--- src/rtl/core/plsel_pkg.sv ---
// ----------------------------------------------------------------------------
// plsel_pkg
// Shared types and constants of the peak list selector.
// ----------------------------------------------------------------------------
package plsel_pkg;

  localparam int unsigned POS_BITS_DEF  = 48;
  localparam int unsigned RANK_BITS_DEF = 16;

  localparam int unsigned MODE_BITS     = 2;
  localparam int unsigned RANK_REG_BITS = 16;
  localparam int unsigned LEVEL_BITS    = 32;
  localparam int unsigned WIDTH_BITS    = 47;
  localparam int unsigned REG_IDX_BITS  = 2;

  typedef enum logic [MODE_BITS-1:0] {
    MODE_BY_RANK = 2'd0,
    MODE_HIGHEST = 2'd1,
    MODE_CLOSEST = 2'd2
  } mode_e;

  typedef enum logic [REG_IDX_BITS-1:0] {
    REG_SELECT_MODE     = 2'd0,
    REG_WANTED_RANK     = 2'd1,
    REG_TARGET_POSITION = 2'd2,
    REG_WINDOW_RANGE    = 2'd3
  } reg_idx_e;

endpackage

--- src/rtl/core/plsel_channels.sv ---
// ----------------------------------------------------------------------------
// plsel channels
// Valid/ready channels of the peak list selector: peak input, selection
// output and register write port.
// ----------------------------------------------------------------------------
interface plsel_peak_if #(
  parameter int unsigned POS_BITS = plsel_pkg::POS_BITS_DEF
);
  logic                                    valid;
  logic                                    ready;
  logic                                    has_peak;
  logic signed [POS_BITS-1:0]              peak_position;
  logic signed [plsel_pkg::LEVEL_BITS-1:0] peak_level;
  logic        [plsel_pkg::WIDTH_BITS-1:0] peak_width;
  logic                                    list_end;

  modport source (
    output valid, has_peak, peak_position, peak_level, peak_width, list_end,
    input  ready
  );
  modport sink (
    input  valid, has_peak, peak_position, peak_level, peak_width, list_end,
    output ready
  );
endinterface

interface plsel_sel_if #(
  parameter int unsigned POS_BITS = plsel_pkg::POS_BITS_DEF
);
  logic                                    valid;
  logic                                    ready;
  logic                                    found;
  logic signed [POS_BITS-1:0]              sel_position;
  logic signed [plsel_pkg::LEVEL_BITS-1:0] sel_level;
  logic        [plsel_pkg::WIDTH_BITS-1:0] sel_width;

  modport source (
    output valid, found, sel_position, sel_level, sel_width,
    input  ready
  );
  modport sink (
    input  valid, found, sel_position, sel_level, sel_width,
    output ready
  );
endinterface

interface plsel_cfg_if #(
  parameter int unsigned DATA_BITS = plsel_pkg::POS_BITS_DEF
);
  logic                                 valid;
  logic                                 ready;
  logic [plsel_pkg::REG_IDX_BITS-1:0]   index;
  logic [DATA_BITS-1:0]                 data;

  modport source (
    output valid, index, data,
    input  ready
  );
  modport sink (
    input  valid, index, data,
    output ready
  );
endinterface

--- src/rtl/core/peak_list_selector.sv ---
// ----------------------------------------------------------------------------
// peak_list_selector
// Picks one peak out of a magnitude-sorted peak list by rank, by first hit
// within a window around a target, or by least distance to the target in the window.
// ----------------------------------------------------------------------------
// Usage:
//   peak_i takes one peak per request; list_end marks the last item of a list
//   and an empty list is one request with has_peak low and list_end high.
//   sel_o gives one request per list, on its list_end item: found and the
//   chosen peak, or found low with zero payload.
//   cfg_i writes select_mode, wanted_rank, target_position and window_range
//   (index 0 to 3); it is always ready and is meant to be used while idle.
// Timing:
//   one peak per cycle unless a list_end item waits in the input register; a
//   list_end request passes through the input register, then the result register.
//   The single distance subtract and compare sits between those two
//   registers.
// Reset clears the running list, the pending result and the registers
// to their defaults (rank mode, wanted rank one, target and window zero).
// When sel_o stalls the result is held; further peaks of the next list are
// still taken until a second list_end item has to wait in the input register.
// ----------------------------------------------------------------------------
module peak_list_selector #(
  parameter int unsigned POS_BITS  = plsel_pkg::POS_BITS_DEF,
  parameter int unsigned RANK_BITS = plsel_pkg::RANK_BITS_DEF
) (
  input  logic       clk_i,
  input  logic       rst_ni,
  plsel_peak_if.sink   peak_i,
  plsel_sel_if.source  sel_o,
  plsel_cfg_if.sink    cfg_i
);

  localparam int unsigned CMP_BITS =
    (RANK_BITS > plsel_pkg::RANK_REG_BITS) ? RANK_BITS : plsel_pkg::RANK_REG_BITS;
  localparam int unsigned LVL_W = plsel_pkg::LEVEL_BITS;
  localparam int unsigned WID_W = plsel_pkg::WIDTH_BITS;

  // configuration registers
  logic [plsel_pkg::MODE_BITS-1:0]     mode_q;
  logic [plsel_pkg::RANK_REG_BITS-1:0] rank_q;
  logic [POS_BITS-1:0]                 target_q;
  logic [POS_BITS-2:0]                 range_q;

  // input register
  logic                in_valid_q;
  logic                in_has_q;
  logic [POS_BITS-1:0] in_pos_q;
  logic [LVL_W-1:0]    in_level_q;
  logic [WID_W-1:0]    in_width_q;
  logic                in_last_q;

  // running list state
  logic [RANK_BITS-1:0] count_q, count_d;
  logic                 have_q, have_d;
  logic [POS_BITS-1:0]  best_dist_q, best_dist_d;
  logic [POS_BITS-1:0]  best_pos_q, best_pos_d;
  logic [LVL_W-1:0]     best_level_q, best_level_d;
  logic [WID_W-1:0]     best_width_q, best_width_d;

  // result register
  logic                res_valid_q, res_valid_d;
  logic                res_found_q;
  logic [POS_BITS-1:0] res_pos_q;
  logic [LVL_W-1:0]    res_level_q;
  logic [WID_W-1:0]    res_width_q;

  logic                 advance;
  logic [POS_BITS-1:0]  key_pos, key_tgt, peak_dist;
  logic                 in_range, rank_hit, take;
  logic [RANK_BITS-1:0] count_inc;

  assign cfg_i.ready = 1'b1;

  always_ff @(posedge clk_i or negedge rst_ni) begin
    if (!rst_ni) begin
      mode_q   <= plsel_pkg::MODE_BY_RANK;
      rank_q   <= plsel_pkg::RANK_REG_BITS'(1);
      target_q <= '0;
      range_q  <= '0;
    end else if (cfg_i.valid) begin
      unique case (plsel_pkg::reg_idx_e'(cfg_i.index))
        plsel_pkg::REG_SELECT_MODE:     mode_q   <= cfg_i.data[plsel_pkg::MODE_BITS-1:0];
        plsel_pkg::REG_WANTED_RANK:     rank_q   <= cfg_i.data[plsel_pkg::RANK_REG_BITS-1:0];
        plsel_pkg::REG_TARGET_POSITION: target_q <= cfg_i.data[POS_BITS-1:0];
        plsel_pkg::REG_WINDOW_RANGE:    range_q  <= cfg_i.data[POS_BITS-2:0];
      endcase
    end
  end

  // a list_end item waits only when the result register is still full and sel_o is not ready
  assign advance      = in_valid_q && (!in_last_q || !res_valid_q || sel_o.ready);
  assign peak_i.ready = !in_valid_q || advance;

  always_ff @(posedge clk_i or negedge rst_ni) begin
    if (!rst_ni) begin
      in_valid_q <= 1'b0;
    end else if (peak_i.ready) begin
      in_valid_q <= peak_i.valid;
    end
  end

  always_ff @(posedge clk_i) begin
    if (peak_i.ready && peak_i.valid) begin
      in_has_q   <= peak_i.has_peak;
      in_pos_q   <= peak_i.peak_position;
      in_level_q <= peak_i.peak_level;
      in_width_q <= peak_i.peak_width;
      in_last_q  <= peak_i.list_end;
    end
  end

  // offset-binary keys turn the signed distance into unsigned compares
  assign key_pos   = in_pos_q ^ {1'b1, {(POS_BITS-1){1'b0}}};
  assign key_tgt   = target_q ^ {1'b1, {(POS_BITS-1){1'b0}}};
  assign peak_dist = (key_pos >= key_tgt) ? (key_pos - key_tgt) : (key_tgt - key_pos);

  assign in_range  = (range_q == '0) || ({1'b0, range_q} >= peak_dist);
  assign count_inc = (count_q == '1) ? count_q : count_q + RANK_BITS'(1);
  assign rank_hit  = (rank_q != '0) && (CMP_BITS'(count_inc) == CMP_BITS'(rank_q));

  always_comb begin
    unique case (plsel_pkg::mode_e'(mode_q))
      plsel_pkg::MODE_BY_RANK: take = !have_q && rank_hit;
      plsel_pkg::MODE_HIGHEST: take = !have_q && in_range;
      plsel_pkg::MODE_CLOSEST: take = in_range && (!have_q || (peak_dist < best_dist_q));
      default:                 take = 1'b0;
    endcase
  end

  // state after this peak has been judged
  always_comb begin
    count_d      = count_q;
    have_d       = have_q;
    best_dist_d  = best_dist_q;
    best_pos_d   = best_pos_q;
    best_level_d = best_level_q;
    best_width_d = best_width_q;
    if (in_has_q) begin
      count_d = count_inc;
      if (take) begin
        have_d       = 1'b1;
        best_dist_d  = peak_dist;
        best_pos_d   = in_pos_q;
        best_level_d = in_level_q;
        best_width_d = in_width_q;
      end
    end
  end

  always_ff @(posedge clk_i or negedge rst_ni) begin
    if (!rst_ni) begin
      count_q <= '0;
      have_q  <= 1'b0;
    end else if (advance) begin
      if (in_last_q) begin
        count_q <= '0;
        have_q  <= 1'b0;
      end else begin
        count_q <= count_d;
        have_q  <= have_d;
      end
    end
  end

  always_ff @(posedge clk_i) begin
    if (advance) begin
      best_dist_q  <= best_dist_d;
      best_pos_q   <= best_pos_d;
      best_level_q <= best_level_d;
      best_width_q <= best_width_d;
    end
  end

  always_comb begin
    res_valid_d = res_valid_q;
    if (advance && in_last_q) begin
      res_valid_d = 1'b1;
    end else if (sel_o.ready) begin
      res_valid_d = 1'b0;
    end
  end

  always_ff @(posedge clk_i or negedge rst_ni) begin
    if (!rst_ni) begin
      res_valid_q <= 1'b0;
    end else begin
      res_valid_q <= res_valid_d;
    end
  end

  always_ff @(posedge clk_i) begin
    if (advance && in_last_q) begin
      res_found_q <= have_d;
      res_pos_q   <= have_d ? best_pos_d   : '0;
      res_level_q <= have_d ? best_level_d : '0;
      res_width_q <= have_d ? best_width_d : '0;
    end
  end

  assign sel_o.valid        = res_valid_q;
  assign sel_o.found        = res_found_q;
  assign sel_o.sel_position = res_pos_q;
  assign sel_o.sel_level    = res_level_q;
  assign sel_o.sel_width    = res_width_q;

endmodule

--- src/flat_wrapper.sv ---
// flat-port wrapper written by rule: the top's interface ports become plain ports
module peak_list_selector_flat 
#(
  parameter int unsigned POS_BITS  = plsel_pkg::POS_BITS_DEF,
  parameter int unsigned RANK_BITS = plsel_pkg::RANK_BITS_DEF
)
  (clk_i, rst_ni, peak_i_valid, peak_i_has_peak, peak_i_peak_position, peak_i_peak_level, peak_i_peak_width, peak_i_list_end, peak_i_ready, sel_o_valid, sel_o_found, sel_o_sel_position, sel_o_sel_level, sel_o_sel_width, sel_o_ready, cfg_i_valid, cfg_i_index, cfg_i_data, cfg_i_ready);
  plsel_peak_if #(.POS_BITS(POS_BITS)) peak_i_i ();
  plsel_sel_if #(.POS_BITS(POS_BITS)) sel_o_i ();
  plsel_cfg_if cfg_i_i ();
  input  logic clk_i;
  input  logic rst_ni;
  input wire logic [$bits(peak_i_i.valid)-1:0] peak_i_valid;
  input wire logic [$bits(peak_i_i.has_peak)-1:0] peak_i_has_peak;
  input wire logic [$bits(peak_i_i.peak_position)-1:0] peak_i_peak_position;
  input wire logic [$bits(peak_i_i.peak_level)-1:0] peak_i_peak_level;
  input wire logic [$bits(peak_i_i.peak_width)-1:0] peak_i_peak_width;
  input wire logic [$bits(peak_i_i.list_end)-1:0] peak_i_list_end;
  output wire logic [$bits(peak_i_i.ready)-1:0] peak_i_ready;
  output wire logic [$bits(sel_o_i.valid)-1:0] sel_o_valid;
  output wire logic [$bits(sel_o_i.found)-1:0] sel_o_found;
  output wire logic [$bits(sel_o_i.sel_position)-1:0] sel_o_sel_position;
  output wire logic [$bits(sel_o_i.sel_level)-1:0] sel_o_sel_level;
  output wire logic [$bits(sel_o_i.sel_width)-1:0] sel_o_sel_width;
  input wire logic [$bits(sel_o_i.ready)-1:0] sel_o_ready;
  input wire logic [$bits(cfg_i_i.valid)-1:0] cfg_i_valid;
  input wire logic [$bits(cfg_i_i.index)-1:0] cfg_i_index;
  input wire logic [$bits(cfg_i_i.data)-1:0] cfg_i_data;
  output wire logic [$bits(cfg_i_i.ready)-1:0] cfg_i_ready;
  assign peak_i_i.valid = peak_i_valid;
  assign peak_i_i.has_peak = peak_i_has_peak;
  assign peak_i_i.peak_position = peak_i_peak_position;
  assign peak_i_i.peak_level = peak_i_peak_level;
  assign peak_i_i.peak_width = peak_i_peak_width;
  assign peak_i_i.list_end = peak_i_list_end;
  assign peak_i_ready = peak_i_i.ready;
  assign sel_o_valid = sel_o_i.valid;
  assign sel_o_found = sel_o_i.found;
  assign sel_o_sel_position = sel_o_i.sel_position;
  assign sel_o_sel_level = sel_o_i.sel_level;
  assign sel_o_sel_width = sel_o_i.sel_width;
  assign sel_o_i.ready = sel_o_ready;
  assign cfg_i_i.valid = cfg_i_valid;
  assign cfg_i_i.index = cfg_i_index;
  assign cfg_i_i.data = cfg_i_data;
  assign cfg_i_ready = cfg_i_i.ready;
  peak_list_selector #(.POS_BITS(POS_BITS), .RANK_BITS(RANK_BITS)) u_core (.clk_i(clk_i), .rst_ni(rst_ni), .peak_i(peak_i_i), .sel_o(sel_o_i), .cfg_i(cfg_i_i));
endmodule
--- config.mk ---
export PLATFORM = sky130hd
export DESIGN_NAME = peak_list_selector_flat
export DESIGN_NICKNAME = d
export VERILOG_FILES = /design/src/rtl/core/plsel_pkg.sv /design/src/rtl/core/plsel_channels.sv /design/src/rtl/core/peak_list_selector.sv /design/src/flat_wrapper.sv
export SDC_FILE = /design/constraint.sdc
export NUM_CORES = 1
export LEC_CHECK = 0
export ABC_AREA = 1
export BUFFER_PORTS_ARGS = -buffer_cell sky130_fd_sc_hd__buf_2
export CORE_ASPECT_RATIO = 0.9
export CORE_MARGIN = 4
export CORE_UTILIZATION = 45
export DETAILED_ROUTE_END_ITERATION = 16
export GPL_ROUTABILITY_DRIVEN = 1
export GPL_TIMING_DRIVEN = 0
export HOLD_SLACK_MARGIN = 0.08
export SETUP_SLACK_MARGIN = 0.15
export SKIP_LAST_GASP = 1
export SLEW_MARGIN = 20
export SYNTH_ARGS = -nofsm -noshare
export SYNTH_HDL_FRONTEND = slang
export SYNTH_SLANG_ARGS = --single-unit
--- constraint.sdc ---
create_clock -name clk_i -period 11.7 [get_ports clk_i]
set_clock_uncertainty 0.15 [all_clocks]
set_input_delay 3.51 -clock clk_i [delete_from_list [all_inputs] [get_ports clk_i]]
set_output_delay 3.51 -clock clk_i [all_outputs]
set_load 0.05 [all_outputs]
# Word-level counts from Yosys, hierarchy flattened
# Cells that the tools add are included.
# word_totals
ff_bits,564
# classes
addsub,3
magnitude_cmp,3
n_eq_ne,7
muxes,16
n_bitwise,2
reduce_logical,28
# ops
op,count
2-to-1 mux 48 bit,3
subtractor 48 bit,2
2-to-1 mux 47 bit,2
2-to-1 mux 32 bit,2
>= comparator 47 x 48 -> 1 bit,1
>= comparator 48 bit,1
less-than comparator 48 bit,1
2-to-1 mux 16 bit,3
zero test 47 bit,1
"adder 16 x 1 -> 16 bit, second input constant",1
== test 16 bit,1
"== test 16 bit, second input constant",1
nonzero test 16 bit,1
AND reduction 2 bit,5
logical AND 1 bit,7
"== test 2 bit, second input constant",3
logical OR 1 bit,5
2-to-1 mux 1 bit,5
"== test 2 x 1 -> 1 bit, second input constant",2
zero test 1 bit,4
zero test 2 bit,2
nonzero test 2 bit,2
case mux 1 bit (3 select lines),1
AND reduction 3 bit,1
inverter 1 bit,2

# Depth between registers and ports, before layout
# logic_depth
ltp_word,10
ltp_mapped,48
depth_no_buf,42

# Least setup slack after synthesis
# Ideal clock, no wire load.
# synth_timing
path_type,input -> register
from,input port sel_o_ready
to,register u_core.res_found_q (netlist: u_core.sel_o.found) (enable)
t_arrival_ns,9.894
slack_ns,1.176
path_stages,5
path_cell_list,inv_1 nand2_1 o21a_1 nand2_1 inv_1
# synth_via
elab_chain_cells,3
# synth_lines
element,line,text
from (decl),flat_wrapper.sv:25,input wire logic [$bits(sel_o_i.ready)-1:0] sel_o_ready;
logical OR 1 bit,peak_list_selector.sv:92,assign advance = in_valid_q && (!in_last_q || !res_valid_q || sel_o.ready);
logical AND 1 bit,peak_list_selector.sv:92,
net u_core.advance,peak_list_selector.sv:68,logic advance;
logical AND 1 bit,peak_list_selector.sv:193,if (advance && in_last_q) begin
to (signal assigned),peak_list_selector.sv:194,res_found_q <= have_d;
to (decl),peak_list_selector.sv:63,logic res_found_q;
# The timed path passes the listed nets, and every way through them passes these cells.
# A chain may end at the register's enable or synchronous reset.

# Worst setup path after layout
# layout_timing
from,register u_core.in_pos_q[0]
to,"register u_core.res_pos_q[12] (netlist: u_core.sel_o.sel_position[12]), data pin"
# layout_via
elab_chain_cells,8
# layout_lines
element,line,text
from (decl),peak_list_selector.sv:48,logic [POS_BITS-1:0] in_pos_q;
from (signal assigned),peak_list_selector.sv:106,in_pos_q <= peak_i.peak_position;
subtractor 48 bit / >= comparator 48 bit (equally long branches),peak_list_selector.sv:116,assign peak_dist = (key_pos >= key_tgt) ? (key_pos - key_tgt) : (key_tgt - key_pos);
2-to-1 mux 48 bit (*),peak_list_selector.sv:116,
net u_core.peak_dist[44],peak_list_selector.sv:69,"logic [POS_BITS-1:0] key_pos, key_tgt, peak_dist;"
>= comparator 47 x 48 -> 1 bit / less-than comparator 48 bit (equally long branches),"peak_list_selector.sv:118, peak_list_selector.sv:126",
"logical OR 1 bit, on equally long branches","peak_list_selector.sv:118, peak_list_selector.sv:126",
"logical AND 1 bit, on equally long branches","peak_list_selector.sv:126, peak_list_selector.sv:125",
case mux 1 bit (3 select lines) (*),peak_list_selector.sv:123,unique case (plsel_pkg::mode_e'(mode_q))
2-to-1 mux 1 bit (*),peak_list_selector.sv:141,if (take) begin
2-to-1 mux 1 bit (*),peak_list_selector.sv:139,if (in_has_q) begin
net u_core.have_d,peak_list_selector.sv:55,"logic have_q, have_d;"
to (signal assigned),peak_list_selector.sv:195,res_pos_q <= have_d ? best_pos_d : '0;
to (decl),peak_list_selector.sv:64,logic [POS_BITS-1:0] res_pos_q;
# The timed path passes the listed nets; every way through them passes the cells marked *.

==> impl_summary.md <==
Floorplan
The x dimension of the die is 286 um. For this configuration, the core starts out at a cell density of 0.455. The number of cell rows is 91. After floorplanning, the core was sized to cover 68700 sq um. The number of top-level design ports is 315.

The die area is 73700 sq um. In this run the vertical extent of the chip is 258 um.

Placement
Detailed placement ended at an HPWL of 68700 um. The last weighted congestion value of the routability-driven placer is 0.990. The count of buffers inserted at the top-level ports is 313. Once placement finished, the instance area stood at 34100 sq um.

Global route
The total overflow left after global routing is 0. The initial antenna violation count is 8. For this run, the total global-route usage over all layers was measured as 0.238. The maximum number of pins on one net before global-route repair is 92.

The wire length of the first global-routing pass is 136000 um. The via count of the first global-routing pass came to 23627.

Layout
The layout overhead on the synthesized area is 16.1%. Leaving out fill and tap cells, the most frequent cells in the layout are sky130_fd_sc_hd__inv_1, sky130_fd_sc_hd__nand2_1, sky130_fd_sc_hd__edfxtp_1. The filler cells instantiated in the layout total 6575. After routing the design area is 36200 sq um. After the last flow step, the layout net total stands at 4279.

The most frequent standard cell in the layout excluding fill and tap cells is sky130_fd_sc_hd__inv_1. In the final layout, the share of cells above drive strength 1 is 0.141.

Worst setup path
Setup slack on the worst reg-to-reg path comes out at 3.32 ns. On the worst path, the slowest cell contributes a delay of 0.81 ns. The standard cell with the maximum stage delay on the critical path is sky130_fd_sc_hd__nor4b_1. The endpoint kind of the worst setup timing path is a flip-flop. The worst setup path is launched from a flip-flop. In this design, the critical path's most frequently occurring cell is sky130_fd_sc_hd__nand2_1.

The depth of the most critical reg-to-reg path is 32. The type of the worst setup path is reg -> reg. For the worst setup path, the data required time is 11.90 ns. The largest fanout on the critical path is 10.

The launch point of the critical path is u_core.in_pos_q[0]$_DFFE_PP_. In this run the critical register-to-register path is captured at u_core.sel_o.sel_position[12]$_SDFFCE_PN0P_. The origin of the critical flop-to-flop path is u_core.in_pos_q[0]$_DFFE_PP_. For the worst setup path, the data arrival time is 8.57 ns.

Timing
Summed over all failing endpoints, the final setup total negative slack is 0 ns. The worst hold margin is 0.362 ns. The achievable clock frequency is 119 MHz. The final critical-path share of the clock period is 0.716.

The number of hold violations in the final report is 0. At the pin with the least slew margin, the transition time is 1.10 ns. Setup violations remaining at the end of the flow were counted as 0. The count of pins over their slew limit came to 0. Setup repair after global routing left no endpoint under its margin. The minimum clock period is 8.38 ns. The tightest slew margin relative to the limit is 0.270.

Synthesis
The share of the Yosys chip area taken by registers is 0.521. Measured against the total synthesized area, the mux share comes to 0.00200. In this run, synthesis inferred 432 flip-flops with an integrated enable. The share of synthesized registers carrying an async set or reset is 0.234.

Among all flip-flop cells after synthesis, the most frequent one is sky130_fd_sc_hd__edfxtp_1. The mapped netlist covers 31200 sq um. Synthesis inferred 564 register bits. The simple-gate share of the synthesized area is 0.165. The fraction of the mapped netlist area in compound gates is 0.0959. Of the total synthesized cell area, the portion taken by full adders, half adders and majority gates is 0.0786. Of the total synthesized cell area, the portion taken by XOR and XNOR cells is 0.0233. The largest family of logic cells by synthesized area is simple AND/OR/NAND/NOR gates. The Yosys step of the flow raised 0 warnings.

The number of nets handed over by synthesis was 3897. Yosys mapped the design onto 58 distinct sky130hd cell types. The average cell area after synthesis is 8.87 sq um. The number of standard cells after synthesis is 3518.

Clock tree
In this run the post-CTS setup repair buffer count came out at 0. The insertion delay of the later-clocked pin in the worst-skew pair is 0.64 ns. The number of buffers added to fix hold violations after cts is 0.

The clock tree from TritonCTS is built. The H-tree level count is 2. Clock-pin slew was measured on the worst setup and hold paths at 0.06 ns.

The clock root buffer is sky130_fd_sc_hd__clkbuf_16. The maximum clock insertion buffer count is 3. TritonCTS created 61 clock buffers.

The number of clock sinks is 564. The total of cells resized after clock tree synthesis is 0.

Min path
The worst hold path begins at u_core.rank_q[0]$_DFFE_PN1P_. The kind of path behind the tightest hold check is reg -> reg. The hold-critical path depth is 2. The terminating pin of the worst hold path is u_core.rank_q[0]$_DFFE_PN1P_.

Power and ir drop
The reported leakage power is 0.0178 uW. Power spread over the standard cell area amounts to 187 nW/um^2. The highest ir drop seen on vdd is 0.144 mV. The total power draw is 6770 uW.

Route
Using the TritonRoute via totals, the vias-per-cell ratio works out to 5.01. Detailed routing inserted a total of 24505 vias. The number of remaining DRC errors is 0.

The pre-antenna-repair detailed-routing pass consisted of 6 iterations. The count of nets left with antenna violations once routing finished came out at 0. The final routed wire length divided by cell count is 18.4 um.

The final layout contains routed wiring with a total length of 89900 um. The initial DRC count is 2136.

Job
The tool flagged a number of max-cap violations equal to 0.

Run status
The flow ran to the end, and the final reports show no timing, DRC or antenna violations.
cell families after synthesis:
| group | count (synthesis) |
|---|---|
| AND/OR/NAND/NOR | 1204 |
| buffers and inverters | 917 |
| flip-flops | 564 |
| AO/OA/AOI/OAI | 548 |
| adder cells (fa/ha/maj) | 195 |
| XOR/XNOR | 83 |
| multiplexers | 6 |
| other | 1 |
worst max-delay path: cells and delay by family (launching register included):
family,cells,cell delay (ns)
AO/OA/AOI/OAI,4,0.77
adder cells (fa/ha/maj),3,0.93
buffers and inverters,9,3.07
flip-flops,1,0.40
AND/OR/NAND/NOR,16,2.71
worst max-delay path by stage:
| stage | endpoint | slack [ns] | cells past startpoint |
|---|---|---|---|
| 3_5_place_dp | u_core.sel_o.sel_position[12]$_SDFFCE_PN0P_ | 3.49 | 32 |
| 3_3_place_gp | u_core.sel_o.sel_level[16]$_SDFFCE_PN0P_ | -3.82 | 6 |
| 5_1_grt | u_core.sel_o.sel_position[12]$_SDFFCE_PN0P_ | 2.99 | 32 |
| 4_1_cts | u_core.sel_o.sel_position[12]$_SDFFCE_PN0P_ | 3.43 | 32 |
| 6_report | u_core.sel_o.sel_position[12]$_SDFFCE_PN0P_ | 3.32 | 32 |
| 2_1_floorplan | u_core.sel_o.found$_DFFE_PP_ | 1.18 | 5 |
final cells by class:
class,instances,area [sq um],area share
flip-flops and latches,564,16300,0.449
multi-input cells,2037,11400,0.314
inverters,823,3110,0.0858
repair buffers,319,1730,0.0479
clock buffers,73,1630,0.0451
well taps,930,1160,0.0321
plain buffers,94,472,0.0130
clock inverters,40,445,0.0123
diodes,7,17.5,0.000483
Yosys cell counts (all sizes together), types with 6 or more instances:
| master | n | area share |
|---|---|---|
| inv | 823 | 0.099 |
| nand2 | 661 | 0.083 |
| edfxtp | 432 | 0.42 |
| nor2 | 274 | 0.036 |
| o21ai | 237 | 0.038 |
| a21oi | 224 | 0.036 |
| ha | 193 | 0.077 |
| nand3 | 193 | 0.031 |
| dfrtp | 131 | 0.11 |
| xor2 | 77 | 0.022 |
| buf | 49 | 0.0097 |
| clkbuf | 45 | 0.0054 |
| nor3 | 31 | 0.0053 |
| nor4 | 21 | 0.0049 |
| o21a | 21 | 0.0050 |
| nand4 | 16 | 0.0032 |
| o221ai | 11 | 0.0031 |
| a211oi | 8 | 0.0019 |
| a21o | 8 | 0.0019 |
| o211ai | 8 | 0.0019 |
| a221oi | 7 | 0.0020 |
| o2111ai | 6 | 0.0017 |
| xnor2 | 6 | 0.0017 |
through the flow:
stage / instances / setup slack (ns) / util
4_1_cts: 4880 / 3.43 / 0.528
5_1_grt: 4886 / 2.99 / 0.528
6_report: 4887 / 3.32 / 0.528
2_1_floorplan: 3518 / 1.18 / -
3_3_place_gp: 4761 / -3.82 / 0.494
3_5_place_dp: 4767 / 3.49 / 0.497
per-layer routing:
metal,vias to the layer above,share of wire,track usage
li1,12095,-,-
met3,134,0.063,0.0315
met5,-,0,0
met2,731,0.45,0.376
met4,0,0.025,0.0657
met1,11545,0.46,0.345
report_power, final:
part,switching (uW),total [uW],internal (uW)
Sequential,106,2570,2470
Combinational,1540,2200,668
Clock,834,1990,1150
Total,2480,6770,4290
registers in the layout, summed over array words and instances (netlist names), 32 cells and up:
signal	count
u_core.best_pos_q	48
u_core.sel_o.sel_position	48
u_core.best_width_q	47
u_core.in_width_q	47
u_core.best_level_q	32
u_core.range_q	47
u_core.target_q	48
u_core.best_dist_q	48
u_core.sel_o.sel_level	32
u_core.sel_o.sel_width	47
u_core.in_pos_q	48
u_core.in_level_q	32
Note: power is estimated with default switching activity, not from simulation.
